File: src/hw/rtl/wnps_pkg.sv
// ----------------------------------------------------------------------------
// wnps_pkg
// shared types and constants for the wildcard nibble pattern scan core
// ----------------------------------------------------------------------------
package wnps_pkg;

    localparam int PATTERN_BYTES = 8;
    localparam int WIN_W         = 8 * PATTERN_BYTES;
    localparam int LEN_W         = 4;
    localparam int LEN_IDX_W     = (PATTERN_BYTES > 1) ? $clog2(PATTERN_BYTES) : 1;
    localparam int COUNT_W       = 32;
    localparam int CFG_DATA_W    = 64;
    localparam int CFG_IDX_W     = 2;

    localparam logic [CFG_IDX_W-1:0] REG_PATTERN_VALUE  = 2'd0;
    localparam logic [CFG_IDX_W-1:0] REG_PATTERN_CARE   = 2'd1;
    localparam logic [CFG_IDX_W-1:0] REG_PATTERN_LENGTH = 2'd2;

    typedef struct packed {
        logic [7:0] data_byte;
        logic       last_byte;
    } in_item_t;

    typedef struct packed {
        logic               found;
        logic [COUNT_W-1:0] match_offset;
    } out_item_t;

    typedef struct packed {
        logic [WIN_W-1:0] value;
        logic [WIN_W-1:0] care;
        logic [LEN_W-1:0] length;
    } pattern_cfg_t;

    typedef struct packed {
        logic               hit;
        logic [COUNT_W-1:0] offset;
    } match_t;

endpackage

File: src/hw/rtl/wildcard_nibble_pattern_scan_core.sv
// ----------------------------------------------------------------------------
// wildcard_nibble_pattern_scan_core
// finds the first place in each byte buffer where a wildcard nibble
// signature matches, and reports its start offset or not found
// ----------------------------------------------------------------------------
//
//   channel | handshake              | payload
//   --------+------------------------+----------------------------------
//   in      | in_valid / in_stall    | in_data  (data_byte, last_byte)
//   out     | out_valid / out_stall  | out_data (found, match_offset)
//   cfg     | cfg_valid / cfg_ready  | cfg_index, cfg_data
//
// one byte per cycle; a result appears in the output register the cycle
// after the byte that causes it, set by the window shift and masked compare
// reset clears the window, byte counter, match flag, config and output valid
// in_stall rises only while a result sits in the output register and the
// downstream side stalls it; a taken result frees the register in that cycle
// the config port is always ready
// ----------------------------------------------------------------------------
module wildcard_nibble_pattern_scan_core (
    input  logic                                clk,
    input  logic                                rst_n,
    // byte stream in
    input  logic                                in_valid,
    output logic                                in_stall,
    input  wnps_pkg::in_item_t                  in_data,
    // results out
    output logic                                out_valid,
    input  logic                                out_stall,
    output wnps_pkg::out_item_t                 out_data,
    // configuration writes
    input  logic                                cfg_valid,
    output logic                                cfg_ready,
    input  logic [wnps_pkg::CFG_IDX_W-1:0]      cfg_index,
    input  logic [wnps_pkg::CFG_DATA_W-1:0]     cfg_data
);

    wnps_pkg::pattern_cfg_t         pattern;
    wnps_pkg::match_t               match;

    // per-buffer scan state
    logic [wnps_pkg::WIN_W-1:0]     window_reg;
    logic [wnps_pkg::WIN_W-1:0]     window_next;
    logic [wnps_pkg::COUNT_W-1:0]   count_reg;
    logic [wnps_pkg::COUNT_W-1:0]   count_next;
    logic                           seen_reg;

    // output register
    logic                           out_valid_reg;
    wnps_pkg::out_item_t            out_data_reg;

    logic                           in_accept;
    logic                           out_taken;
    logic                           emit_hit;
    logic                           emit_miss;

    wnps_cfg u_cfg (
        .clk       (clk),
        .rst_n     (rst_n),
        .cfg_valid (cfg_valid),
        .cfg_ready (cfg_ready),
        .cfg_index (cfg_index),
        .cfg_data  (cfg_data),
        .pattern   (pattern)
    );

    // window after this byte: newest byte in the low bits
    assign window_next = {window_reg[wnps_pkg::WIN_W-9:0], in_data.data_byte};

    // byte counter saturates at all ones
    assign count_next = (&count_reg) ? count_reg : count_reg + wnps_pkg::COUNT_W'(1);

    wnps_match u_match (
        .pattern (pattern),
        .window  (window_next),
        .count   (count_next),
        .result  (match)
    );

    // output register is free when empty or being drained this cycle
    assign out_taken = out_valid_reg && !out_stall;
    assign in_stall  = out_valid_reg && out_stall;
    assign in_accept = in_valid && !in_stall;

    // first match reports found; a buffer ending with no match reports miss
    assign emit_hit  = in_accept && !seen_reg && match.hit;
    assign emit_miss = in_accept && !seen_reg && !match.hit && in_data.last_byte;

    assign out_valid = out_valid_reg;
    assign out_data  = out_data_reg;

    always_ff @(posedge clk or negedge rst_n)
    begin
        if (!rst_n)
        begin
            window_reg    <= '0;
            count_reg     <= '0;
            seen_reg      <= 1'b0;
            out_valid_reg <= 1'b0;
        end
        else
        begin
            if (in_accept)
            begin
                if (in_data.last_byte)
                begin
                    // buffer done, start clean for the next one
                    window_reg <= '0;
                    count_reg  <= '0;
                    seen_reg   <= 1'b0;
                end
                else
                begin
                    window_reg <= window_next;
                    count_reg  <= count_next;
                    seen_reg   <= seen_reg || match.hit;
                end
            end

            if (emit_hit || emit_miss)
            begin
                out_valid_reg <= 1'b1;
            end
            else if (out_taken)
            begin
                out_valid_reg <= 1'b0;
            end
        end
    end

    // result payload, no reset needed
    always_ff @(posedge clk)
    begin
        if (emit_hit)
        begin
            out_data_reg.found        <= 1'b1;
            out_data_reg.match_offset <= match.offset;
        end
        else if (emit_miss)
        begin
            out_data_reg.found        <= 1'b0;
            out_data_reg.match_offset <= '0;
        end
    end

endmodule

File: src/hw/rtl/wnps_cfg.sv
// ----------------------------------------------------------------------------
// wnps_cfg
// configuration registers: pattern value, care mask and length
// ----------------------------------------------------------------------------
module wnps_cfg (
    input  logic                                clk,
    input  logic                                rst_n,
    input  logic                                cfg_valid,
    output logic                                cfg_ready,
    input  logic [wnps_pkg::CFG_IDX_W-1:0]      cfg_index,
    input  logic [wnps_pkg::CFG_DATA_W-1:0]     cfg_data,
    output wnps_pkg::pattern_cfg_t              pattern
);

    wnps_pkg::pattern_cfg_t pattern_reg;

    assign cfg_ready = 1'b1;
    assign pattern   = pattern_reg;

    always_ff @(posedge clk or negedge rst_n)
    begin
        if (!rst_n)
        begin
            pattern_reg <= '0;
        end
        else if (cfg_valid && cfg_ready)
        begin
            case (cfg_index)
                wnps_pkg::REG_PATTERN_VALUE:
                    pattern_reg.value <= cfg_data[wnps_pkg::WIN_W-1:0];
                wnps_pkg::REG_PATTERN_CARE:
                    pattern_reg.care <= cfg_data[wnps_pkg::WIN_W-1:0];
                wnps_pkg::REG_PATTERN_LENGTH:
                    pattern_reg.length <= cfg_data[wnps_pkg::LEN_W-1:0];
                default:
                    pattern_reg <= pattern_reg;
            endcase
        end
    end

endmodule

File: src/hw/rtl/wnps_match.sv
// ----------------------------------------------------------------------------
// wnps_match
// masked compare of the byte window against the pattern at every length
// ----------------------------------------------------------------------------
module wnps_match (
    input  wnps_pkg::pattern_cfg_t              pattern,
    input  logic [wnps_pkg::WIN_W-1:0]          window,
    input  logic [wnps_pkg::COUNT_W-1:0]        count,
    output wnps_pkg::match_t                    result
);

    logic [wnps_pkg::PATTERN_BYTES-1:0] hit_by_len;
    logic [wnps_pkg::LEN_W-1:0]         len_m1;
    logic                               len_ok;
    logic                               enough;

    // hit_by_len[L-1]: window matches a pattern of L bytes, oldest byte first
    always_comb
    begin
        for (int l = 1; l <= wnps_pkg::PATTERN_BYTES; l++)
        begin
            hit_by_len[l-1] = 1'b1;
            for (int k = 0; k < l; k++)
            begin
                if (((pattern.value[8*k +: 8] ^ window[8*(l-1-k) +: 8])
                     & pattern.care[8*k +: 8]) != 8'h00)
                begin
                    hit_by_len[l-1] = 1'b0;
                end
            end
        end
    end

    assign len_m1 = pattern.length - wnps_pkg::LEN_W'(1);
    assign len_ok = (pattern.length != '0) &&
                    (pattern.length <= wnps_pkg::LEN_W'(wnps_pkg::PATTERN_BYTES));
    assign enough = (count >= wnps_pkg::COUNT_W'(pattern.length));

    assign result.hit    = len_ok && enough && hit_by_len[len_m1[wnps_pkg::LEN_IDX_W-1:0]];
    assign result.offset = count - wnps_pkg::COUNT_W'(pattern.length);

endmodule
File: config.mk
export PLATFORM = sky130hd
export DESIGN_NAME = wildcard_nibble_pattern_scan_core
export DESIGN_NICKNAME = d
export VERILOG_FILES = /design/src/hw/rtl/wnps_pkg.sv /design/src/hw/rtl/wildcard_nibble_pattern_scan_core.sv /design/src/hw/rtl/wnps_cfg.sv /design/src/hw/rtl/wnps_match.sv
export SDC_FILE = /design/constraint.sdc
export NUM_CORES = 1
export LEC_CHECK = 0
export ABC_AREA = 1
export BUFFER_PORTS_ARGS = -buffer_cell sky130_fd_sc_hd__buf_2
export CORE_ASPECT_RATIO = 1.1
export CORE_MARGIN = 2
export CORE_UTILIZATION = 50
export CTS_BUF_LIST = sky130_fd_sc_hd__clkbuf_2 sky130_fd_sc_hd__clkbuf_4 sky130_fd_sc_hd__clkbuf_8
export DETAILED_ROUTE_END_ITERATION = 10
export PLACE_DENSITY = 0.79
export SLEW_MARGIN = 20
export SYNTH_ARGS = -nofsm -noshare
export SYNTH_HDL_FRONTEND = slang
export SYNTH_SLANG_ARGS = --single-unit
File: constraint.sdc
create_clock -name clk -period 6.2 [get_ports clk]
set_clock_uncertainty 0.1 [all_clocks]
set_input_delay 0.31 -clock clk [delete_from_list [all_inputs] [get_ports clk]]
set_output_delay 0.31 -clock clk [all_outputs]
set_load 0.1 [all_outputs]
Word-level counts from Yosys, hierarchy flattened
Index checks and enable logic that the tools add are counted.

Latch bits: 0. Memory bits (writable): 0. Memories: 0. Bits of input ports: 80. Register bits after elaboration: 255. Memory bits (read-only): 0. Word-level logic and storage cells: 195. Output and inout bits: 36.

Div/mod/pow operators: 0. Shift operators: 0. Eq/ne operators: 2. Multiply operators: 0. Multiplexer cells: 46. Reduce and logical (&&, ||, !) cells: 60. Order comparisons: 3. Add/subtract/negate cells: 3. Bitwise gates (word level): 72.

Operators by type and width (count): AND 8 bit (36); nonzero test 8 bit (36); XOR 8 bit (36); two-way mux 32 bit (4); two-way mux 56 bit (1); two-way mux 1 bit (40); adder 32 x 1 -> 32 bit (second input constant) (1); greater-or-equal comparator 32 x 4 -> 1 bit (1); AND reduction 32 bit (1); subtractor 32 x 4 -> 32 bit (1); logical AND 1 bit (10); AND reduction 2 bit (3); <= comparator 4 bit (second input constant) (1); zero test 1 bit (4); less-than comparator 3 x 4 -> 1 bit (second input constant) (1); nonzero test 2 bit (2); nonzero test 4 bit (1); binary-select mux 1 bit (select 3 bit) (1); subtractor 3 x 1 -> 3 bit (second input constant) (1); == test 2 x 1 -> 1 bit (second input constant) (1); == test 2 bit (second input constant) (1); zero test 2 bit (1); logical OR 1 bit (2).

Depth between registers and ports, before layout
Gate-level depths: netlist of run 1.

Depth after elaboration: 19. Mapped depth: 23. Depth with buffers taken out: 22.

Hierarchy
A second synthesis of run 1 with hierarchy kept.

Cells, all modules: 2637. Area total of the unflattened synthesis: 17262.8 um^2.

By module, submodules not included: wnps_match (area each 6017.0 um^2, cells each 1364, times used 1, sequential area each 0.0 um^2); wildcard_nibble_pattern_scan_core (area each 5825.6 um^2, cells each 689, times used 1, sequential area each 3233.1 um^2); wnps_cfg (area each 5420.2 um^2, cells each 584, times used 1, sequential area each 3303.2 um^2).

Worst setup path before layout of run 1
No wires, ideal clock.

Path kind: flip-flop to flip-flop. Start: register count_reg[0] (netlist name). End: register out_data_reg, in the netlist out_data[0], enable pin. Path buffers: 3. Stages on the path, launching flop included: 22. Library setup time: 0.478 ns. Path slack: 1.530 ns. Data arrival time: 4.092 ns. Required time: 5.622 ns. Period minus slack after synthesis: 4.670 ns. Path through: dfrtp_1 -> ha_1 -> nand3_2 -> inv_2 -> nand2_4 -> nor2_8 -> nand2_4 -> buf_6 -> buf_6 -> xor2_1 -> ha_1 -> inv_1 -> fa_1 -> a21oi_1 -> o21ai_0 -> nor3_2 -> nand3_2 -> nor2_4 -> nand3_4 -> nand3_4 -> buf_6 -> nand2_1.

Word-level cells in the longest chain between the ends: 9. Elaborated cells on any way between the ends: 11. Classes of those cells: 1 x add/sub; 1 x order compare; 1 x mux; 8 x reduce/logical.

Ends and longest elaborated chain: start, declared (line wildcard_nibble_pattern_scan_core.sv:44) `logic [wnps_pkg::COUNT_W-1:0] count_reg;`; start signal, assigned (line wildcard_nibble_pattern_scan_core.sv:115) `count_reg <= count_next;`; adder 32 x 1 -> 32 bit or AND reduction 32 bit (tied branches) (line wildcard_nibble_pattern_scan_core.sv:71) `assign count_next = (&count_reg) ? count_reg : count_reg + wnps_pkg::COUNT_W'(1);`; two-way mux 32 bit (*) (line wildcard_nibble_pattern_scan_core.sv:71); greater-or-equal comparator 32 x 4 -> 1 bit (*) (line wnps_match.sv:37) `assign enough = (count >= wnps_pkg::COUNT_W'(pattern.length));`; logical AND 1 bit (*) (2 in a row) (line wnps_match.sv:39) `assign result.hit = len_ok && enough && hit_by_len[len_m1[wnps_pkg::LEN_IDX_W-1:0]];`; zero test 1 bit (line wildcard_nibble_pattern_scan_core.sv:87) `assign emit_miss = in_accept && !seen_reg && !match.hit && in_data.last_byte;`; logical AND 1 bit (2 in a row) (line wildcard_nibble_pattern_scan_core.sv:87); nonzero test 2 bit (no line) (*); end, declared (line wildcard_nibble_pattern_scan_core.sv:50) `wnps_pkg::out_item_t out_data_reg;`.

Every way passes the cells marked *; elsewhere a longest branch is shown, timed or not. A chain may end at the register's enable or synchronous reset.

Final worst setup path of run 1
Start: register count_reg[0] (netlist name). End: register out_valid_reg, in the netlist out_valid.

Word-level cells in the longest chain between the ends: 10. Elaborated cells on any way between the ends: 13. Classes of those cells: 1 x add/sub; 1 x order compare; 2 x mux; 9 x reduce/logical.

Ends and longest elaborated chain: adder 32 x 1 -> 32 bit or AND reduction 32 bit (tied branches) (line wildcard_nibble_pattern_scan_core.sv:71); two-way mux 32 bit (*) (line wildcard_nibble_pattern_scan_core.sv:71); greater-or-equal comparator 32 x 4 -> 1 bit (*) (line wnps_match.sv:37); logical AND 1 bit (*) (2 in a row) (line wnps_match.sv:39); zero test 1 bit (line wildcard_nibble_pattern_scan_core.sv:87); logical AND 1 bit (2 in a row) (line wildcard_nibble_pattern_scan_core.sv:87); logical OR 1 bit (*) (line wildcard_nibble_pattern_scan_core.sv:120) `if (emit_hit || emit_miss)`; two-way mux 1 bit or nonzero test 2 bit (tied branches); end signal, assigned (line wildcard_nibble_pattern_scan_core.sv:99) `out_valid_reg <= 1'b0;`; end signal, assigned (line wildcard_nibble_pattern_scan_core.sv:122) `out_valid_reg <= 1'b1;`; end signal, assigned (line wildcard_nibble_pattern_scan_core.sv:126) `out_valid_reg <= 1'b0;`; end, declared (line wildcard_nibble_pattern_scan_core.sv:49) `logic out_valid_reg;`.

Marks and branches as above.

==> results of run 1 <==
## critical path, cell delays in order, from the launching register on
cell	delay, ns
dfrtp_1	0.44
ha_1	0.34
nand3_2	0.19
inv_2	0.15
nand2_4	0.09
nor2_8	0.14
nand2_4	0.25
xor2_1	0.29
ha_1	0.18
inv_1	0.06
fa_1	0.43
a21oi_1	0.15
o21ai_0	0.17
nor3_2	0.29
nand3_2	0.16
nor2_4	0.24
nand3_4	0.15
nand3_4	0.38
nand3_1	0.12
dlygate4sd3_1	0.59
## synthesized netlist by cell type, drive strengths merged
| cell | n |
|---|---|
| dfrtp | 222 |
| clkbuf | 75 |
| inv | 277 |
| nand3 | 322 |
| dfxtp | 1 |
| nand2 | 962 |
| a22o | 2 |
| nor2 | 220 |
| a21oi | 37 |
| nand4 | 40 |
| and2 | 1 |
| ha | 6 |
| conb | 1 |
| a21boi | 1 |
| edfxtp | 32 |
| o21ai | 162 |
| buf | 36 |
| xor2 | 24 |
| o21bai | 1 |
| clkinv | 5 |
| nand3b | 1 |
| nor3 | 9 |
| xnor2 | 2 |
| o22ai | 76 |
| a31oi | 3 |
| or2 | 7 |
| fa | 1 |
## area by class of cell
type / count / area (sq um)
repair buffers: 186 / 1300
clock buffers: 68 / 817
multi-input cells: 1878 / 8490
flip-flops and latches: 255 / 6540
clock inverters: 8 / 104
inverters: 282 / 1060
well taps: 426 / 533
fillers: 3143 / 13600
## path summary, 6_finish.rpt
kind                              startpoint                  to
worst min-delay path            cfg_data[49]  u_cfg.pattern[117]
worst max-delay path            count_reg[0]           out_valid
worst min register to register  out_data[32]        out_data[32]
max in group asynchronous              rst_n   u_cfg.pattern[96]
min in group asynchronous              rst_n       count_reg[31]
worst max register to register  count_reg[0]           out_valid
## logic make-up (layout without fill, tap and decap cells)
| kind of cell | count (synthesis) | in the layout | synth area share |
|---|---|---|---|
| simple gates | 1562 | 1562 | 0.397 |
| buf+inv | 393 | 544 | 0.0939 |
| compound gates | 282 | 282 | 0.0942 |
| flops | 255 | 255 | 0.395 |
| xor+xnor | 26 | 26 | 0.0138 |
| fa+ha+maj | 7 | 7 | 0.00574 |
| other cells | 1 | 1 | 0.000226 |
## power breakdown
part	leakage [nW]	switching, mW	internal, mW
Sequential	3.20	0.382	1.93
Combinational	5.87	1.56	0.614
Clock	0.490	0.741	0.923
## what timing repair did
action	4_1_cts	5_1_grt
hold endpoints to repair	223	0
setup buffers	0	0
setup endpoints to repair	0	0
hold buffers	66	0
## per-stage QoR
step	cells	setup WS (ns)	hold WS [ns]	power, mW
floorplan	2526	1.53	-0.0856	3.75
global placement	2961	1.44	0.274	4.37
detailed placement	2961	1.27	0.280	4.42
CTS	3103	1.19	0.00986	6.12
global route	3103	0.808	0.0432	6.48
finish	3103	1.15	0.0479	6.16
## per-layer routing
metal / vias up / GRT usage / part of all wire
met5: - / 0 / 0
met4: 0 / 0.310 / 0.097
met3: 260 / 0.0604 / 0.079
met2: 1023 / 0.608 / 0.46
met1: 8276 / 0.454 / 0.37
li1: 8324 / - / -
==> out/results.txt, run 1 <==
Arrival @ worst endpoint = 5.44 ns
max reg flops = 132
Total GRT Usage = 0.382
commonest non-fill, non-tap cell in the layout = nand2_1
Post-Syn Nets = 2613
overall routed net length = 65600 microns
library cells used by synthesis = 42
layout cells sized above 1 = 0.0930
leakage = 9.56 nW
Setup TNS = 0 ns
Final Util = 0.580
CP Max Fanout = 36
setup violators final = 0
post-route design area = 18800 sq um
TritonCTS Buffers = 44
CTS Sinks = 255
commonest cells after routing, fill and taps aside = nand2_1 (954), nand3_1 (315), inv_1 (272)
DRC = 0
syn avg cell area = 6.55 sq um
worst slew pin tran = 1.19 ns
maximum vdd drop = 0.197 mV
first-pass GRT wire length = 99100 microns
WL/cell = 21.1 microns
Synth warnings = 0
GRT overflow = 0
1st-iter DRT viols = 2125
Final Max Slew Viols = 0
Layout Area Growth over Synthesis = 13.8%
Synth area leaders = dfrtp_1 (34%), nand2_1 (22%), nand3_1 (9.6%)
worst path required time = 6.60 ns
Die X = 178 microns
Die Y-Extent = 195 microns
Area after DPL = 17300 sq um
GP Congestion = 1.06
cts repair resizes = 0
CTS root buf = clkbuf_8
HP Class = in -> reg
flops & latches, synth = 255
antenna-violating nets left = 0
RSZ-0062 raised after global routing = false
Mapped Area = 16600 sq um
Clock Pin Slew Worst Setup and Hold Paths = 0.06 ns
Buffers on Ports = 114
power density over the cells = 327 nW/um^2
Startpoint Class = flip-flop
CTS H-Tree Depth = 2
flop2flop setup slack = 1.15 ns
final hold violation count = 0
Final period util = 0.814
outcome = finished clean
Slew Limit Headroom = 0.204
Initial Util = 0.510
Placeable Area = 32500 sq um
Post-DP HPWL = 49500 microns
worst reg2reg path depth = 19
CTS Buffer Depth = 3
site row count = 69
area leader, netlist = dfrtp_1
sequential share of the synthesized area = 0.395
WHS Path Cells = 3
DIE AREA = 34600 sq um
maximum clock rate = 198 MHz
post-synth top area share = 0.336
first-pass iteration count of the detailed router = 6
CTS tree = yes
Worst setup EP type = flip-flop
worst skew pair latency = 0.61 ns
Gate Count Post-Synth = 2526
Tmin final = 5.05 ns
critical setup path kind = reg -> reg
Vias/cell = 5.76
vias in the first global route = 16800
I/O Pins = 116
fin nets = 2734
routed via count = 17900
initial antenna violation count = 1
antenna cells = 0
largest net degree at the start of global routing = 126
Max-Cap Viols = 0
(Power assumes the default switching activity.)
==> run 2, diff against run 1 <==
Settings changed: ABC_AREA 1 to 0.
Clock period 6.2 ns to 4.8 ns, I/O delays scaled along.
==> out/results.txt, run 2 <==
outcome = finished clean
critical setup path kind = reg -> reg
area leader, netlist = dfrtp_1
GP Congestion = 1.10
TritonCTS Buffers = 44
maximum vdd drop = 0.349 mV
Arrival @ worst endpoint = 4.66 ns
antenna cells = 0
Die X = 175 microns
Post-DP HPWL = 41500 microns
post-synth top area share = 0.344
Synth warnings = 0
top_reg_cell synth = dfrtp_1
GRT overflow = 0
max reg flops = 132
Mapped Area = 16100 sq um
Setup Buffers After CTS = 0
pre-CTS WS = 0.286 ns
Placeable Area = 31600 sq um
final hold violation count = 0
commonest non-fill, non-tap cell in the layout = xor2_1
CTS root buf = clkbuf_8
overall routed net length = 58400 microns
Setup TNS = 0 ns
commonest cells after routing, fill and taps aside = xor2_1 (311), dfrtp_1 (222), mux2_2 (132)
worst slew pin tran = 1.09 ns
worst path required time = 5.03 ns
initial antenna violation count = 0
Startpoint Class = flip-flop
site row count = 68
CP Max Fanout = 10
Post-synth EDFFs = 32
Total GRT Usage = 0.348
Final Worst Setup Slack = 0.367 ns
power density over the cells = 423 nW/um^2
CTS Sinks = 255
antenna-violating nets left = 0
RSZ-0062 raised after global routing = false
fin nets = 1819
Synth area leaders = dfrtp_1 (34%), xor2_1 (17%), mux2_2 (9.2%)
largest net degree at the start of global routing = 118
CTS tree = yes
first-pass GRT wire length = 86800 microns
1st-iter DRT viols = 1338
I/O Pins = 116
Max-Cap Viols = 0
setup violators final = 0
first-pass iteration count of the detailed router = 8
worst skew pair latency = 0.57 ns
DRC = 0
Slew Limit Headroom = 0.274
Clock Pin Slew Worst Setup and Hold Paths = 0.06 ns
ys async rst share = 0.871
top post-synthesis cells by count = xor2_1 (311), dfrtp_1 (222), clkbuf_1 (132), mux2_2 (132), nand2_1 (110)
CTS Buffer Depth = 3
vias in the first global route = 13700
CTS H-Tree Depth = 2
Final Max Slew Viols = 0
count leader, synth = xor2_1
WL/cell = 26.7 microns
Worst setup EP type = flip-flop
Post-Syn Nets = 1700
Die Y-Extent = 192 microns
flops & latches, synth = 255
fillcell total = 2627
Initial Util = 0.511
HP Class = in -> reg
library cells used by synthesis = 75
Gate Count Post-Synth = 1613
Final period util = 0.924
maximum clock rate = 226 MHz
layout cells sized above 1 = 0.231
sequential share of the synthesized area = 0.405
routed via count = 13700
Buffers on Ports = 114
Layout Area Growth over Synthesis = 15.8%
leakage = 8.39 nW
Tmin final = 4.43 ns
DIE AREA = 33700 sq um
syn avg cell area = 10.0 sq um
Vias/cell = 6.26
-- run 2: cell count changes after synthesis, moves of 64 or more --
cell,before,now
nand2_1,955,110
mux2_2,0,132
o22ai_1,76,0
o21ai_0,161,97
nor2_1,210,33
inv_1,273,14
xor2_1,24,311
nand3_1,316,31
a22oi_1,0,95
-- run 2: worst max-delay path: stages, from the launching register on --
cell      delay [ns]
dfrtp_1         0.46
ha_1            0.31
nand4_2         0.15
nor3_1          0.33
nand3_1         0.27
buf_4           0.25
nand2_1         0.10
xnor2_1         0.13
ha_1            0.30
o21a_1          0.13
o21ai_0         0.19
nand3b_1        0.20
a211oi_2        0.37
nand3_1         0.31
or3_1           0.43
and3_1          0.16
-- run 2: worst paths after layout --
path / startpoint / end / slack (ns) / depth (start not counted)
setup / recovery: count_reg[0] / out_data[15] / 0.37 / 15
hold / removal: out_stall / out_valid / 0.01 / 4
setup reg to reg: count_reg[0] / out_data[15] / 0.37 / 15
hold reg to reg: out_data[32] / out_data[32] / 0.36 / 1
max in group asynchronous: rst_n / u_cfg.pattern[60] / 3.30 / 3
min in group asynchronous: rst_n / count_reg[24] / 0.19 / 2
-- run 2: timing repair --
item,4_1_cts,5_1_grt
hold buffers,66,0
hold endpoints to repair,249,0
setup endpoints to repair,0,10
gates resized for setup,0,1
-- run 2: report_power, final --
part | internal [mW] | switching [mW]
Combinational | 1.02 | 1.58
Sequential | 2.50 | 0.660
Clock | 1.25 | 0.904
Total | 4.77 | 3.14
-- run 2: through the flow --
step	area [sq um]	utilization	instances	hold WS (ns)	power [mW]
after detailed placement	17000	0.540	2040	0.258	5.64
after floorplan	16100	-	1613	-0.156	4.72
after global placement	17000	0.540	2040	0.260	5.60
after global routing	18700	0.592	2185	0.0311	8.21
final	18700	0.592	2185	0.0142	7.91
after CTS	18700	0.592	2185	0.00250	7.84
-- run 2: logic make-up (layout without fill, tap and decap cells) --
| group | Yosys count | after routing | synth area share |
|---|---|---|---|
| fa+ha+maj | 7 | 7 | 0.00590 |
| other cells | 1 | 1 | 0.000233 |
| xor+xnor | 342 | 342 | 0.186 |
| flops | 255 | 255 | 0.405 |
| compound gates | 315 | 315 | 0.135 |
| buf+inv | 180 | 332 | 0.0441 |
| simple gates | 380 | 380 | 0.130 |
| mux | 133 | 133 | 0.0928 |
-- run 2: metal layers --
| metal | up-vias | GRT usage | part of all wire | wire length (microns) |
|---|---|---|---|---|
| met4 | 0 | 0.248 | 0.082 | 4760 |
| met5 | - | 0 | 0 | 0 |
| met1 | 6707 | 0.406 | 0.37 | 21600 |
| li1 | 5934 | - | - | - |
| met3 | 255 | 0.0713 | 0.078 | 4550 |
| met2 | 786 | 0.575 | 0.47 | 27400 |
-- run 2: cell type report --
| class | count | area, sq um | area share |
|---|---|---|---|
| multi-input cells | 1178 | 8900 | 0.476 |
| flip-flops and latches | 255 | 6540 | 0.350 |
| repair buffers | 239 | 1700 | 0.0908 |
| clock buffers | 73 | 911 | 0.0488 |
| well taps | 420 | 526 | 0.0281 |
| clock inverters | 6 | 57.6 | 0.00308 |
| inverters | 14 | 52.6 | 0.00281 |
==> run 3, diff against run 2 <==
Settings changed: CTS_BUF_LIST sky130_fd_sc_hd__clkbuf_2 sky130_fd_sc_hd__clkbuf_4 sky130_fd_sc_hd__clkbuf_8 to sky130_fd_sc_hd__clkbuf_8.
==> out/results.txt, run 3 (synthesis gave the netlist of run 2 again) <==
TritonCTS Buffers = 44
worst path required time = 5.03 ns
Layout Area Growth over Synthesis = 15.5%
Initial Util = 0.511
largest net degree at the start of global routing = 118
Slowest cell on crit path = dfrtp_1
vias in the first global route = 13700
Buffers on Ports = 114
routed via count = 13600
worst slew pin tran = 1.09 ns
CP Max Fanout = 10
Setup Buffers After CTS = 0
max reg flops = 132
GRT overflow = 0
hold_sp = out_stall
Inst Count DP = 2040
Worst setup EP type = flip-flop
Slew Limit Headroom = 0.274
worst reg2reg path depth = 15
I/O Pins = 116
Hold EP = out_valid
DRC = 0
Vias/cell = 6.23
CTS root buf = clkbuf_8
Final period util = 0.926
initial antenna violation count = 0
Post-DP HPWL = 41500 microns
Post-Layout Cell Count = 2185
worst-path cell chain = ha_1 -> nand4_2 -> nor3_1 -> nand3_1 -> buf_4 -> nand2_1 -> xnor2_1 -> ha_1 -> o21a_1 -> o21ai_0 -> nand3b_1 -> a211oi_2 -> nand3_1 -> or3_1 -> and3_1
Critical R2R Launch = count_reg[0]
final hold violation count = 0
worst skew pair latency = 0.58 ns
leakage = 8.40 nW
setup violators final = 0
fin nets = 1819
CTS tree = yes
maximum vdd drop = 0.288 mV
antenna cells = 0
critical setup path kind = reg -> reg
RSZ-0062 raised after global routing = false
Clock Pin Slew Worst Setup and Hold Paths = 0.06 ns
CTS H-Tree Depth = 2
power density over the cells = 419 nW/um^2
Total GRT Usage = 0.349
HP Class = in -> reg
Max-Cap Viols = 0
CTS Sinks = 255
CP max stage delay = 0.46 ns
first-pass iteration count of the detailed router = 6
WHS = 0.00917 ns
Final Max Slew Viols = 0
flop2flop setup slack = 0.35 ns
Setup TNS = 0 ns
Arrival @ worst endpoint = 4.68 ns
reg2reg end = out_data[15]
overall routed net length = 58500 microns
commonest non-fill, non-tap cell in the layout = xor2_1
Placeable Area = 31600 sq um
Tmin final = 4.45 ns
Startpoint Class = flip-flop
layout cells sized above 1 = 0.222
CTS Buffer Depth = 3
first-pass GRT wire length = 87000 microns
outcome = finished clean
1st-iter DRT viols = 1485
GP Congestion = 1.10
maximum clock rate = 225 MHz
site row count = 68
commonest cells after routing, fill and taps aside = xor2_1 (311), dfrtp_1 (222), mux2_2 (132)
WL/cell = 26.8 microns
Die Y-Extent = 192 microns
WHS Path Cells = 4
DIE AREA = 33700 sq um
antenna-violating nets left = 0
Die X = 175 microns
==> run 3: cell type report <==
type | instances | area, sq um
clock buffer | 58 | 798
clock inverter | 21 | 114
fill | 2642 | 12900
inverter | 14 | 52.6
multi-input combinational | 1178 | 8900
sequential | 255 | 6540
tap | 420 | 526
timing repair buffer | 239 | 1700
==> run 3: worst max-delay path, delay by kind of cell, from the launching register on <==
family,cells,cell delay [ns]
fa+ha+maj,2,0.61
xor+xnor,1,0.13
buf+inv,1,0.25
compound gates,3,0.69
simple gates,8,1.95
flops,1,0.46
==> run 3: per-stage QoR <==
step	utilization	power (mW)	setup slack (ns)	instance area (sq um)
2_1_floorplan	-	4.72	0.208	16100
3_5_place_dp	0.540	5.64	0.286	17000
4_1_cts	0.590	7.72	0.267	18600
3_3_place_gp	0.540	5.60	0.381	17000
6_report	0.590	7.79	0.354	18600
5_1_grt	0.590	8.10	0.0257	18600
==> run 3: metal layers <==
metal	vias to the layer above	track usage	part of all wire
met2	768	0.579	0.47
li1	5945	-	-
met3	259	0.0640	0.080
met1	6646	0.412	0.37
met5	-	0	0
met4	0	0.246	0.081
==> run 3: repair_timing <==
item                                    4_1_cts  5_1_grt
hold buffers                                 66        0
endpoints found under the setup margin        0       10
gates resized for setup                       0        1
endpoints found under the hold margin       249        0
==> run 3: where the power goes <==
group / internal [mW] / total [mW] / switching (mW)
clock: 1.13 / 2.04 / 0.904
sequential: 2.50 / 3.16 / 0.660
combinational: 1.02 / 2.60 / 1.58
==> run 3: how the worst max path moves through the flow <==
stage / start / end / slack [ns] / cells past startpoint
after floorplan: count_reg[0] / out_data[0] / 0.21 / 16
after global placement: count_reg[0] / out_data[15] / 0.38 / 15
after detailed placement: count_reg[0] / out_data[15] / 0.29 / 15
after CTS: count_reg[0] / out_data[15] / 0.27 / 15
after global routing: count_reg[0] / out_data[15] / 0.03 / 15
final: count_reg[0] / out_data[15] / 0.35 / 15
